`config.mk`:
```
export PLATFORM = sky130hd
export DESIGN_NAME = resistive_touch_press_detector_core
export DESIGN_NICKNAME = d
export VERILOG_FILES = /design/src/sv/rtpd_pkg.sv /design/src/sv/rtpd_div_lane.sv /design/src/sv/rtpd_dp.sv /design/src/sv/rtpd_ctrl.sv /design/src/sv/resistive_touch_press_detector_core.sv
export VERILOG_INCLUDE_DIRS = /design/src /design/src/sv
export SDC_FILE = /design/constraint.sdc
export NUM_CORES = 2
export LEC_CHECK = 0
export BUFFER_PORTS_ARGS = -buffer_cell sky130_fd_sc_hd__clkbuf_2
export CAP_MARGIN = 20
export CORE_MARGIN = 2
export CORE_UTILIZATION = 65
export DETAILED_ROUTE_END_ITERATION = 8
export PLACE_DENSITY = 0.82
export RECOVER_POWER = 50
export SLEW_MARGIN = 20
export SYNTH_ARGS = -nofsm -noshare
export SYNTH_HDL_FRONTEND = slang
export SYNTH_SLANG_ARGS = --single-unit
```
`constraint.sdc`:
```
create_clock -name clk -period 9.02 [get_ports clk]
set_input_delay 0.451 -clock clk [delete_from_list [all_inputs] [get_ports clk]]
set_output_delay 0.451 -clock clk [all_outputs]
set_load 0.05 [all_outputs]
```
`src/sv/resistive_touch_press_detector_core_macros.svh`:
```
// Assertion macros for the touch press detector.
// Each macro takes a label, an antecedent, a consequent and a message.
// The clock is clk and the checks are off while rst_n is low.
`ifndef RESISTIVE_TOUCH_PRESS_DETECTOR_CORE_MACROS_SVH
`define RESISTIVE_TOUCH_PRESS_DETECTOR_CORE_MACROS_SVH

`ifndef ASSERT_OFF

// The consequent holds in the same cycle as the antecedent.
`define RTPD_ASSERT_SAME(lbl, ante, cons, msg) \
  lbl: assert property (@(posedge clk) disable iff (!rst_n) (ante) |-> (cons)) \
    else $error(msg);

// The consequent holds in the cycle after the antecedent.
`define RTPD_ASSERT_NEXT(lbl, ante, cons, msg) \
  lbl: assert property (@(posedge clk) disable iff (!rst_n) (ante) |=> (cons)) \
    else $error(msg);

`else

`define RTPD_ASSERT_SAME(lbl, ante, cons, msg)
`define RTPD_ASSERT_NEXT(lbl, ante, cons, msg)

`endif

`endif

```
`src/sv/rtpd_pkg.sv`:
```
`default_nettype none

package rtpd_pkg;

  // Converter bits in use; at 16 the whole sample is kept
  localparam int SAMPLE_BITS = 16;

  localparam int CFG_W     = 16;
  localparam int DOTS_W    = 12;
  localparam int CFG_IDX_W = 3;
  localparam int POS_W     = 16;

  // |sample - offset| * dots
  localparam int MAG_W     = CFG_W + DOTS_W;
  localparam int DIV_STEPS = MAG_W;
  localparam int CNT_W     = $clog2(DIV_STEPS);

  // Register indexes
  localparam logic [CFG_IDX_W-1:0] CFG_X_OFFSET   = 3'd0;
  localparam logic [CFG_IDX_W-1:0] CFG_X_FULL     = 3'd1;
  localparam logic [CFG_IDX_W-1:0] CFG_Y_OFFSET   = 3'd2;
  localparam logic [CFG_IDX_W-1:0] CFG_Y_FULL     = 3'd3;
  localparam logic [CFG_IDX_W-1:0] CFG_DISP_W     = 3'd4;
  localparam logic [CFG_IDX_W-1:0] CFG_DISP_H     = 3'd5;
  localparam logic [CFG_IDX_W-1:0] CFG_THRESHOLD  = 3'd6;
  localparam logic [CFG_IDX_W-1:0] CFG_WINDOW     = 3'd7;

  // Reset values
  localparam logic [CFG_W-1:0]  X_OFFSET_RST  = 16'd0;
  localparam logic [CFG_W-1:0]  X_FULL_RST    = 16'd65535;
  localparam logic [CFG_W-1:0]  Y_OFFSET_RST  = 16'd0;
  localparam logic [CFG_W-1:0]  Y_FULL_RST    = 16'd65535;
  localparam logic [DOTS_W-1:0] DISP_W_RST    = 12'd320;
  localparam logic [DOTS_W-1:0] DISP_H_RST    = 12'd240;
  localparam logic [CFG_W-1:0]  THRESHOLD_RST = 16'd40000;
  localparam logic [CFG_W-1:0]  WINDOW_RST    = 16'd100;
  localparam logic [CFG_W-1:0]  LAST_X_RST    = 16'd0;
  localparam logic [CFG_W-1:0]  LAST_Y_RST    = 16'd500;

  // Controller to datapath
  typedef struct packed {
    logic load;    // capture the input beat
    logic init;    // multiply and load the divider lanes
    logic step;    // one quotient bit per lane
    logic commit;  // update history and write the result register
  } rtpd_cmd_t;

  // Datapath to controller
  typedef struct packed {
    logic accept;  // the captured scan starts a new press
  } rtpd_stat_t;

endpackage

`default_nettype wire

```
`src/sv/rtpd_div_lane.sv`:
```
`default_nettype none

module rtpd_div_lane (
  input  wire logic                            clk,
  input  wire logic                            init,
  input  wire logic                            step,
  input  wire logic [rtpd_pkg::MAG_W-1:0]      dvd_in,
  input  wire logic [rtpd_pkg::CFG_W-1:0]      dsr_in,
  input  wire logic                            neg_in,
  input  wire logic                            zero_in,
  output logic signed [rtpd_pkg::POS_W-1:0]    pos,
  output logic                                 zero
);

  localparam int MW = rtpd_pkg::MAG_W;
  localparam int RW = rtpd_pkg::CFG_W;
  localparam int PW = rtpd_pkg::POS_W;

  // Dividend shifts out at the top while quotient bits shift in at the bottom
  logic [MW-1:0] quo_r;
  logic [RW-1:0] rem_r;
  logic [RW-1:0] dsr_r;
  logic          neg_r;
  logic          zero_r;

  logic [RW:0]   trial;
  logic [RW-1:0] diff;
  logic          fits;
  logic          sat_pos;
  logic          sat_neg;

  // When the divisor fits, the new remainder is below it and needs RW bits only
  assign trial = {rem_r, quo_r[MW-1]};
  assign diff  = trial[RW-1:0] - dsr_r;
  assign fits  = (trial >= {1'b0, dsr_r});

  always_ff @(posedge clk) begin
    if (init) begin
      quo_r  <= dvd_in;
      rem_r  <= '0;
      dsr_r  <= dsr_in;
      neg_r  <= neg_in;
      zero_r <= zero_in;
    end else if (step) begin
      quo_r <= {quo_r[MW-2:0], fits};
      rem_r <= fits ? diff : trial[RW-1:0];
    end
  end

  // Clamp the magnitude to the signed range of a position
  assign sat_pos = |quo_r[MW-1:PW-1];
  assign sat_neg = (|quo_r[MW-1:PW]) || (quo_r[PW-1] && (|quo_r[PW-2:0]));

  always_comb begin
    if (zero_r) begin
      pos = '0;
    end else if (neg_r) begin
      pos = sat_neg ? signed'({1'b1, {(PW-1){1'b0}}}) : signed'(-quo_r[PW-1:0]);
    end else begin
      pos = sat_pos ? signed'({1'b0, {(PW-1){1'b1}}}) : signed'(quo_r[PW-1:0]);
    end
  end

  assign zero = zero_r;

endmodule

`default_nettype wire

```
`src/sv/rtpd_dp.sv`:
```
`default_nettype none

module rtpd_dp (
  input  wire logic                                clk,
  input  wire logic                                rst_n,
  input  wire logic                                cfg_we,
  input  wire logic [rtpd_pkg::CFG_IDX_W-1:0]      cfg_idx,
  input  wire logic [rtpd_pkg::CFG_W-1:0]          cfg_wdata,
  input  wire logic [15:0]                         in_x_sample,
  input  wire logic [15:0]                         in_y_sample,
  input  wire rtpd_pkg::rtpd_cmd_t                 cmd,
  output rtpd_pkg::rtpd_stat_t                     st,
  output logic                                     out_press_pulse,
  output logic                                     out_press_held,
  output logic signed [rtpd_pkg::POS_W-1:0]        out_x_position,
  output logic signed [rtpd_pkg::POS_W-1:0]        out_y_position,
  output logic                                     out_range_fault
);

  localparam int CW = rtpd_pkg::CFG_W;
  localparam int DW = rtpd_pkg::DOTS_W;
  localparam int MW = rtpd_pkg::MAG_W;
  localparam int PW = rtpd_pkg::POS_W;
  localparam int SB = rtpd_pkg::SAMPLE_BITS;

  // Configuration registers
  logic [CW-1:0] x_off_r, x_full_r, y_off_r, y_full_r, thr_r, win_r;
  logic [DW-1:0] disp_w_r, disp_h_r;

  // Scan state
  logic [CW-1:0] xs_r, ys_r;
  logic [CW-1:0] last_x_r, last_y_r;
  logic          pressed_r;
  logic          pulse_r, fault_r;
  logic signed [PW-1:0] held_x_r, held_y_r;

  logic          touch;
  logic          near_x, near_y;
  logic          pressed_nxt;

  logic [CW:0]   dx, dy, rx, ry;
  logic [CW-1:0] dx_abs, dy_abs, rx_abs, ry_abs;
  logic [MW-1:0] mag_x, mag_y;

  logic signed [PW-1:0] lane_x_pos, lane_y_pos;
  logic                 lane_x_zero, lane_y_zero;

  always_ff @(posedge clk) begin
    if (!rst_n) begin
      x_off_r  <= rtpd_pkg::X_OFFSET_RST;
      x_full_r <= rtpd_pkg::X_FULL_RST;
      y_off_r  <= rtpd_pkg::Y_OFFSET_RST;
      y_full_r <= rtpd_pkg::Y_FULL_RST;
      disp_w_r <= rtpd_pkg::DISP_W_RST;
      disp_h_r <= rtpd_pkg::DISP_H_RST;
      thr_r    <= rtpd_pkg::THRESHOLD_RST;
      win_r    <= rtpd_pkg::WINDOW_RST;
    end else if (cfg_we) begin
      unique case (cfg_idx)
        rtpd_pkg::CFG_X_OFFSET:  x_off_r  <= cfg_wdata;
        rtpd_pkg::CFG_X_FULL:    x_full_r <= cfg_wdata;
        rtpd_pkg::CFG_Y_OFFSET:  y_off_r  <= cfg_wdata;
        rtpd_pkg::CFG_Y_FULL:    y_full_r <= cfg_wdata;
        rtpd_pkg::CFG_DISP_W:    disp_w_r <= cfg_wdata[DW-1:0];
        rtpd_pkg::CFG_DISP_H:    disp_h_r <= cfg_wdata[DW-1:0];
        rtpd_pkg::CFG_THRESHOLD: thr_r    <= cfg_wdata;
        rtpd_pkg::CFG_WINDOW:    win_r    <= cfg_wdata;
        default: ;
      endcase
    end
  end

  // Capture only the converter bits in use
  always_ff @(posedge clk) begin
    if (cmd.load) begin
      xs_r <= CW'(in_x_sample[SB-1:0]);
      ys_r <= CW'(in_y_sample[SB-1:0]);
    end
  end

  // Touch and debounce decision
  assign touch  = (xs_r < thr_r) && (ys_r < thr_r);
  assign near_x = (({1'b0, xs_r} + {1'b0, win_r}) >= {1'b0, last_x_r}) &&
                  (({1'b0, last_x_r} + {1'b0, win_r}) >= {1'b0, xs_r});
  assign near_y = (({1'b0, ys_r} + {1'b0, win_r}) >= {1'b0, last_y_r}) &&
                  (({1'b0, last_y_r} + {1'b0, win_r}) >= {1'b0, ys_r});
  assign st.accept = touch && near_x && near_y && !pressed_r;
  assign pressed_nxt = touch && (pressed_r || st.accept);

  // Numerator magnitude and range for each axis
  assign dx = {1'b0, xs_r} - {1'b0, x_off_r};
  assign dy = {1'b0, ys_r} - {1'b0, y_off_r};
  assign rx = {1'b0, x_full_r} - {1'b0, x_off_r};
  assign ry = {1'b0, y_full_r} - {1'b0, y_off_r};

  assign dx_abs = dx[CW] ? CW'(-dx) : dx[CW-1:0];
  assign dy_abs = dy[CW] ? CW'(-dy) : dy[CW-1:0];
  assign rx_abs = rx[CW] ? CW'(-rx) : rx[CW-1:0];
  assign ry_abs = ry[CW] ? CW'(-ry) : ry[CW-1:0];

  assign mag_x = MW'(dx_abs) * MW'(disp_w_r);
  assign mag_y = MW'(dy_abs) * MW'(disp_h_r);

  rtpd_div_lane u_lane_x (
    .clk     (clk),
    .init    (cmd.init),
    .step    (cmd.step),
    .dvd_in  (mag_x),
    .dsr_in  (rx_abs),
    .neg_in  (dx[CW] ^ rx[CW]),
    .zero_in (rx == '0),
    .pos     (lane_x_pos),
    .zero    (lane_x_zero)
  );

  rtpd_div_lane u_lane_y (
    .clk     (clk),
    .init    (cmd.init),
    .step    (cmd.step),
    .dvd_in  (mag_y),
    .dsr_in  (ry_abs),
    .neg_in  (dy[CW] ^ ry[CW]),
    .zero_in (ry == '0),
    .pos     (lane_y_pos),
    .zero    (lane_y_zero)
  );

  // History and held positions
  always_ff @(posedge clk) begin
    if (!rst_n) begin
      last_x_r  <= rtpd_pkg::LAST_X_RST;
      last_y_r  <= rtpd_pkg::LAST_Y_RST;
      pressed_r <= 1'b0;
      held_x_r  <= '0;
      held_y_r  <= '0;
    end else if (cmd.commit) begin
      last_x_r  <= xs_r;
      last_y_r  <= ys_r;
      pressed_r <= pressed_nxt;
      if (st.accept) begin
        held_x_r <= lane_x_pos;
        held_y_r <= lane_y_pos;
      end
    end
  end

  always_ff @(posedge clk) begin
    if (cmd.commit) begin
      pulse_r <= st.accept;
      fault_r <= st.accept && (lane_x_zero || lane_y_zero);
    end
  end

  assign out_press_pulse = pulse_r;
  assign out_press_held  = pressed_r;
  assign out_x_position  = held_x_r;
  assign out_y_position  = held_y_r;
  assign out_range_fault = fault_r;

endmodule

`default_nettype wire

```
`src/sv/rtpd_ctrl.sv`:
```
`default_nettype none

module rtpd_ctrl (
  input  wire logic                  clk,
  input  wire logic                  rst_n,
  input  wire logic                  in_valid,
  output logic                       in_stall,
  output logic                       out_valid,
  input  wire logic                  out_stall,
  input  wire rtpd_pkg::rtpd_stat_t  st,
  output rtpd_pkg::rtpd_cmd_t        cmd
);

  localparam logic [2:0] ST_IDLE = 3'd0;
  localparam logic [2:0] ST_EVAL = 3'd1;
  localparam logic [2:0] ST_MUL  = 3'd2;
  localparam logic [2:0] ST_DIV  = 3'd3;
  localparam logic [2:0] ST_OUT  = 3'd4;

  localparam int CNW = rtpd_pkg::CNT_W;

  logic [2:0]     state_r, state_nxt;
  logic [CNW-1:0] cnt_r, cnt_nxt;
  logic           out_valid_r, out_valid_nxt;
  logic           slot_free;

  assign slot_free = !out_valid_r || !out_stall;

  always_comb begin
    state_nxt     = state_r;
    cnt_nxt       = cnt_r;
    out_valid_nxt = out_valid_r && out_stall;
    cmd           = '0;
    unique case (state_r)
      ST_IDLE: begin
        if (in_valid) begin
          cmd.load  = 1'b1;
          state_nxt = ST_EVAL;
        end
      end
      ST_EVAL: begin
        state_nxt = st.accept ? ST_MUL : ST_OUT;
      end
      ST_MUL: begin
        cmd.init  = 1'b1;
        cnt_nxt   = '0;
        state_nxt = ST_DIV;
      end
      ST_DIV: begin
        cmd.step = 1'b1;
        cnt_nxt  = cnt_r + 1'b1;
        if (cnt_r == CNW'(rtpd_pkg::DIV_STEPS - 1)) begin
          state_nxt = ST_OUT;
        end
      end
      ST_OUT: begin
        if (slot_free) begin
          cmd.commit    = 1'b1;
          out_valid_nxt = 1'b1;
          state_nxt     = ST_IDLE;
        end
      end
      default: state_nxt = ST_IDLE;
    endcase
  end

  always_ff @(posedge clk) begin
    if (!rst_n) begin
      state_r     <= ST_IDLE;
      cnt_r       <= '0;
      out_valid_r <= 1'b0;
    end else begin
      state_r     <= state_nxt;
      cnt_r       <= cnt_nxt;
      out_valid_r <= out_valid_nxt;
    end
  end

  assign in_stall  = (state_r != ST_IDLE);
  assign out_valid = out_valid_r;

endmodule

`default_nettype wire

```
`src/sv/resistive_touch_press_detector_core.sv`:
```
// Order of work: a scan that starts no press is captured, evaluated and then written,
//   a scan that starts a press also multiplies, then takes 28 restoring divide steps.
// Flow: one scan at a time; the write of a result waits while the last one is stalled.
//   The X and Y divider lanes run side by side, one quotient bit per cycle.
// Reset (rst_n low, synchronous): registers to their defaults, history to X 0 / Y 500,
//   press latch and held positions cleared, no result pending.
`default_nettype none

`include "resistive_touch_press_detector_core_macros.svh"

module resistive_touch_press_detector_core (
  input  wire logic                                clk,
  input  wire logic                                rst_n,
  // configuration
  input  wire logic                                cfg_we,
  input  wire logic [rtpd_pkg::CFG_IDX_W-1:0]      cfg_idx,
  input  wire logic [rtpd_pkg::CFG_W-1:0]          cfg_wdata,
  // scan beats
  input  wire logic                                in_valid,
  output logic                                     in_stall,
  input  wire logic [15:0]                         in_x_sample,
  input  wire logic [15:0]                         in_y_sample,
  // result beats
  output logic                                     out_valid,
  input  wire logic                                out_stall,
  output logic                                     out_press_pulse,
  output logic                                     out_press_held,
  output logic signed [rtpd_pkg::POS_W-1:0]        out_x_position,
  output logic signed [rtpd_pkg::POS_W-1:0]        out_y_position,
  output logic                                     out_range_fault
);

  rtpd_pkg::rtpd_cmd_t  cmd;
  rtpd_pkg::rtpd_stat_t st;

  // Sequencer: capture, decide, multiply, divide, then write the result register.
  // The result register parts the two sides; a new beat is taken once the
  // previous result is written, even while it still waits downstream.
  rtpd_ctrl u_ctrl (
    .clk       (clk),
    .rst_n     (rst_n),
    .in_valid  (in_valid),
    .in_stall  (in_stall),
    .out_valid (out_valid),
    .out_stall (out_stall),
    .st        (st),
    .cmd       (cmd)
  );

  // Configuration, debounce history, press latch, calibration arithmetic
  // and the held result payload.
  rtpd_dp u_dp (
    .clk             (clk),
    .rst_n           (rst_n),
    .cfg_we          (cfg_we),
    .cfg_idx         (cfg_idx),
    .cfg_wdata       (cfg_wdata),
    .in_x_sample     (in_x_sample),
    .in_y_sample     (in_y_sample),
    .cmd             (cmd),
    .st              (st),
    .out_press_pulse (out_press_pulse),
    .out_press_held  (out_press_held),
    .out_x_position  (out_x_position),
    .out_y_position  (out_y_position),
    .out_range_fault (out_range_fault)
  );

  // A press pulse always comes with the press latched
  `RTPD_ASSERT_SAME(a_pulse_held, out_valid, !out_press_pulse || out_press_held, "pulse without held press")
  // A range fault is reported only on the scan that accepts a press
  `RTPD_ASSERT_SAME(a_fault_pulse, out_valid && out_range_fault, out_press_pulse, "fault without pulse")
  // One scan at a time: a taken beat closes the input side
  `RTPD_ASSERT_NEXT(a_one_scan, in_valid && !in_stall, in_stall, "input open after beat")
  // A commit never overwrites a result still waiting downstream
  `RTPD_ASSERT_SAME(a_no_overwrite, cmd.commit, !out_valid || !out_stall, "pending result lost")

endmodule

`default_nettype wire

```
After elaboration in Yosys (flattened, before gate mapping)
Cells that the tools add are included.
- add/sub/neg operators: 17
- $mul: 2
- magnitude comparators: 8
- equality and inequality tests: 15
- muxes and demuxes: 32
- bitwise gates (word level): 2
- reductions and logical operators: 42
- operators by type and width (cell ; count):
    16-bit two-way mux ; 14
    28-bit two-way mux ; 4
    17-bit by 16-bit >= comparator with 1-bit output ; 6
    16-bit negation ; 6
    16-bit by 16-bit adder with 17-bit output ; 4
    16-bit by 16-bit subtractor with 17-bit output ; 4
    16-bit by 12-bit multiplier with 28-bit output ; 2
    17-bit logical NOT ; 2
    16-bit less-than comparator ; 2
    16-bit subtractor ; 2
    15-bit OR reduction ; 2
    13-bit OR reduction ; 2
    12-bit OR reduction ; 2
    2-bit AND reduction ; 9
    3-bit equality test (second input constant) ; 5
    3-bit one-hot mux with 5 select lines ; 1
    3-bit by 2-bit equality test with 1-bit output (second input constant) ; 4
    3-bit two-way mux ; 4
    1-bit logical AND ; 11
    5-bit one-hot mux with 2 select lines ; 1
    1-bit two-way mux ; 8
    3-bit by 1-bit equality test with 1-bit output (second input constant) ; 2
    3-bit logical NOT ; 2
    5-bit by 1-bit adder with 5-bit output (second input constant) ; 1
    other kinds (9) ; 18
- bits in registers: 352
- bits of input ports: 56
- output and inout bits: 37
- word-level logic and storage cells: 148

Depth between registers and ports, before layout
- word-level depth: 8
- mapped depth: 35
- gate-level depth less buffers: 33

Modules after synthesis
From an unflattened synthesis, not the netlist that was laid out.
- cells, all modules: 4283
- area total of the unflattened synthesis: 37113.1 um^2
- by module, submodules not included (module ; instances ; cells an instance ; area an instance (um^2) ; seq. area each (um^2)):
    rtpd_dp ; 1 ; 3453 ; 28910.2 ; 4724.5
    rtpd_div_lane at u_dp.u_lane_x ; 1 ; 408 ; 3947.5 ; 1701.6
    rtpd_div_lane at u_dp.u_lane_y ; 1 ; 370 ; 3797.4 ; 1701.6
    rtpd_ctrl ; 1 ; 52 ; 457.9 ; 180.2

Worst setup path before layout
No wires, ideal clock.
- path type: register to register
- start: register u_dp.ys_r[0]
- end: register u_dp.u_lane_y.quo_r[27] (data pin)
- library setup time: 0.268 ns
- arrival: 7.556 ns
- data required time: 8.752 ns
- setup slack: 1.196 ns
- cell stages (with the launch flop): 32
- buffers on the path: 1
- period minus slack after synthesis: 7.824 ns
- cell sequence: edfxtp_1 inv_1 ha_1 inv_1 fa_1 a211oi_2 o211ai_1 and3_1 o31a_1 o221ai_2 o21ai_0 xor2_1 clkbuf_1 nand2_1 fa_1 inv_1 fa_1 fa_1 fa_1 inv_1 fa_1 inv_1 ha_1 a21oi_1 o21a_1 a21boi_0 o31ai_1 a31o_2 a31oi_1 o21ai_0 xnor2_1 o21ai_0
- longest elaborated chain between the ends: 5
- RTL lines (item ; RTL line ; text):
    from (decl) ; rtpd_dp.sv:31 ; logic [CW-1:0] xs_r, ys_r;
    from (signal assigned) ; rtpd_dp.sv:77 ; ys_r <= CW'(in_y_sample[SB-1:0]);
    16-bit by 16-bit subtractor with 17-bit output (*) ; rtpd_dp.sv:92 ; assign dy = {1'b0, ys_r} - {1'b0, y_off_r};
    16-bit negation ; rtpd_dp.sv:97 ; assign dy_abs = dy[CW] ? CW'(-dy) : dy[CW-1:0];
    16-bit two-way mux (*) ; rtpd_dp.sv:97 ;
    16-bit by 12-bit multiplier with 28-bit output (*) ; rtpd_dp.sv:102 ; assign mag_y = MW'(dy_abs) * MW'(disp_h_r);
    28-bit two-way mux (*) ; rtpd_div_lane.sv:38 ; if (init) begin
    to (signal assigned) ; rtpd_div_lane.sv:39 ; quo_r <= dvd_in;
    to (signal assigned) ; rtpd_div_lane.sv:45 ; quo_r <= {quo_r[MW-2:0], fits};
    to (decl) ; rtpd_div_lane.sv:20 ; logic [MW-1:0] quo_r;
Mark *: on every way between the ends. The rest lies on a longest branch, timed or not.
A chain may end at the register's enable or synchronous reset.

Worst setup path after layout
- start: input port rst_n
- end: register u_ctrl.out_valid_r (netlist: u_ctrl.out_valid)
- RTL lines (item ; RTL line ; text):
    from (decl) ; resistive_touch_press_detector_core.sv:13 ; input wire logic rst_n,
    to (signal assigned) ; rtpd_ctrl.sv:75 ; out_valid_r <= out_valid_nxt;
    to (decl) ; rtpd_ctrl.sv:24 ; logic out_valid_r, out_valid_nxt;
No word-level cell between the ends.

==> impl_metrics.toml <==
[power]
power_report.internal_total_uw = 5010
vdd_ir_drop_max_v = 0.000504
sequentialPowerShare = 0.192
part_of_the_power_in_the_clock_network = 0.206
power.share.combinational = 0.602
switching_share = 0.445
p_leak_uw = 0.0179
power_switching_uw = 4010
p_per_area_mw_per_mm2 = 231

[finish]
syn2layout_area_growth_pct = 7.15
layout-drive-gt1-share = 0.0521
final_design_area_no_fill_sq_mm = 0.0391
reg_top3 = "u_dp.u_lane_x.quo_r: 28 flops, u_dp.u_lane_y.quo_r: 28 flops"
most_frequent_cells_in_the_layout = "735 x nand2_1, 537 x inv_1, 393 x ha_1, 290 x fa_1, 287 x a21oi_1"
layout_commonest_cell = "nand2_1"
design.final.nets = 5080

[global_route]
wire_length_of_the_first_global_routing_pass_um = 153000
first_global_vias = 30000
grt_start_max_net_pins = 101
grtUsageTotal = 0.331
initial_antenna_violation_count = 3
gr-total-overflow = 0

[floorplanning]
rows = 86
die-area_sq_mm = 0.0580
io-pin-count = 93
die_width_um = 241
start_util = 0.659
dieHeight_um = 241
coreArea_sq_mm = 0.0553

[sta]
final_hold_violation_count = 0
timing.final.max_slew_violations = 213
timing.max_slew.rel_slack = -2.12
final_min_period_over_clock_period = 0.942
total_negative_slack_for_setup_checks_ps = 0
tightestPinTransition_ps = 4680
fmax_mhz = 118
post-route-min-period_ps = 8500
clock-skew-final_ps = 29.5
setup_viol = 0
grt_setup_unrepaired = "no"

[synthesis]
yosysWarningCount = 0
postSynth.topFlopCell = "dfxtp_1"
ys_top_cells_by_area = "fa_1 16%, ha_1 13%, dfxtp_1 12%, edfxtp_1 10%, nand2_1 7.6%"
post-synth-top-area-fraction = 0.159
netlist_instances = 4329
yosysSeqAreaShare = 0.228
netlist_area_sq_mm = 0.0365
synthDominantAreaCellType = "fa_1"
avgSynthCellArea_sq_um = 8.42
async_reset_ff_frac = 0
postSynthRegisterBits = 352
synth_fp_nets = 5068
yosys.cell_types.count = 89
synth_edf_count = 126

[clocking]
clk_pin_slew_worst_paths_ps = 60
cts.path.max_buffers = 3
tritoncts = "done"
cts_inserted_buffers = 43
post_cts.repair.setup_buffers = 0
clkLatencyLatePin_ps = 600
buffer_cell_driving_the_clock_tree_root = "clkbuf_16"
cts_hold_buffers = 0
htree_levels = 2
sink_count_of_the_clock_tree = 352

[route]
drc = 0
drtPass1Iterations = 6
route.detailed.vias_per_inst = 6.01
via_count = 30800
wl_per_cell_um = 18.4
drt.antenna.violating_nets = 0
met2_length_um = 43900
met1_wirelength_um = 38600
routed-wl-met3_um = 7330
drt_iter0_drc = 2634
wirelength_um = 94600
top_signal_layer_used = "met5"

[status]
outcome = "complete, but fails checks"
failing_checks = "max-capacitance violations, max-slew violations"

[setup_path]
endpoint_kind = "flip-flop"
critical_path_arrival_ps = 8930
crit_type = "primary input to flip-flop"
critical_path.startpoint_type = "primary input"
critPathMaxFanout = 88
reg2reg_setup_slack_ps = 530
worst_r2r_path_depth = 31
crit_required_ps = 9450

[min_path]
holdCritPathClass = "primary input to flip-flop"
hold-path-cell-count = 1

[placed_design]
post-dp-hpwl_um = 71200
routabilityCongestion = 0.958
port-buffer-count = 92
post_dp_cell_area_sq_mm = 0.0375

[job]
timing.max_cap.violations = 3
[cell type report]
class                      instances  area, sq um
tap                              748          936
inverter                         538         2020
antenna                            3         7.51
timing repair buffer             140          773
clock buffer                      60         1280
clock inverter                    20          231
multi-input combinational       3266        25500
sequential                       352         8310
fill                            4373        16200
[through the flow]
step	setup slack, ps	hold slack, ps	total power, uW	util	instances
floorplan	1200	428	5850	-	4329
global placement	447	441	6990	0.678	5042
detailed placement	137	447	7130	0.678	5042
CTS	101	14.2	9020	0.706	5122
global route	10.3	20.9	9870	0.707	5126
finish	523	26.7	9020	0.707	5127
[worst max-delay path: stages]
cell and delay (ps):
clkbuf_1 3230, clkinvlp_2 3040, clkbuf_2 1340, a21oi_1 830
[final timing paths]
| path | end | from |
|---|---|---|
| worst max-delay path | u_ctrl.out_valid | rst_n |
| worst max register to register | u_dp.u_lane_x.quo_r[26] | u_dp.xs_r[0] |
| worst min-delay path | u_dp.xs_r[1] | in_x_sample[1] |
| worst min register to register | u_dp.y_off_r[6] | u_dp.y_off_r[6] |
[per-layer routing]
layer,GRT usage,vias to the layer above
met5,0,-
met4,0.152,2
met3,0.0460,271
met2,0.551,1249
met1,0.430,14700
li1,-,14600
[synth_stat cells, drive strengths merged (8+ instances only)]
library cell and n:
xor2 72, nand3 94, inv 537, edfxtp 126, nand2 736, nor4 13
a21oi 288, a211oi 42, o31a 8, o21ai 175, fa 290, o311ai 11
a31oi 33, nor2b 58, nand4 29, clkbuf 136, or3 20, o21bai 19
nand3b 9, dfxtp 226, o221ai 16, nor3b 11, a21o 59, xnor2 133
and2 158, o31ai 15, ha 393, a211o 9, o21a 58, nor2 171
nand2b 25, or2 12, o211ai 40, a2111oi 11, and3 29, o2111ai 10
nor3 62, mux2i 51, buf 37, a21boi 10
[power by group through the flow]
stage / registers [uW] / logic, uW / clock network [uW]
floorplan: 1730 / 4120 / 0
detailed placement: 1760 / 5370 / 0
global placement: 1760 / 5240 / 0
global route: 1730 / 6200 / 1940
finish: 1730 / 5430 / 1860
CTS: 1730 / 5420 / 1870
[repair_timing]
item | 4_1_cts | 5_1_grt
endpoints found under the setup margin | 0 | 17
gates resized for setup | 0 | 10
endpoints found under the hold margin | 0 | 0
[kinds of logic after synthesis]
group / Yosys count / share of synthesized area
DFF: 352 / 0.228
adders and majority gates: 683 / 0.294
xor gates and xnor gates: 205 / 0.0494
muxes: 55 / 0.0152
and+or+nand+nor: 1449 / 0.184
AOI/OAI and AO/OA: 874 / 0.154
buffers and inverters: 711 / 0.0752
Power figures use the tool's default switching activity.
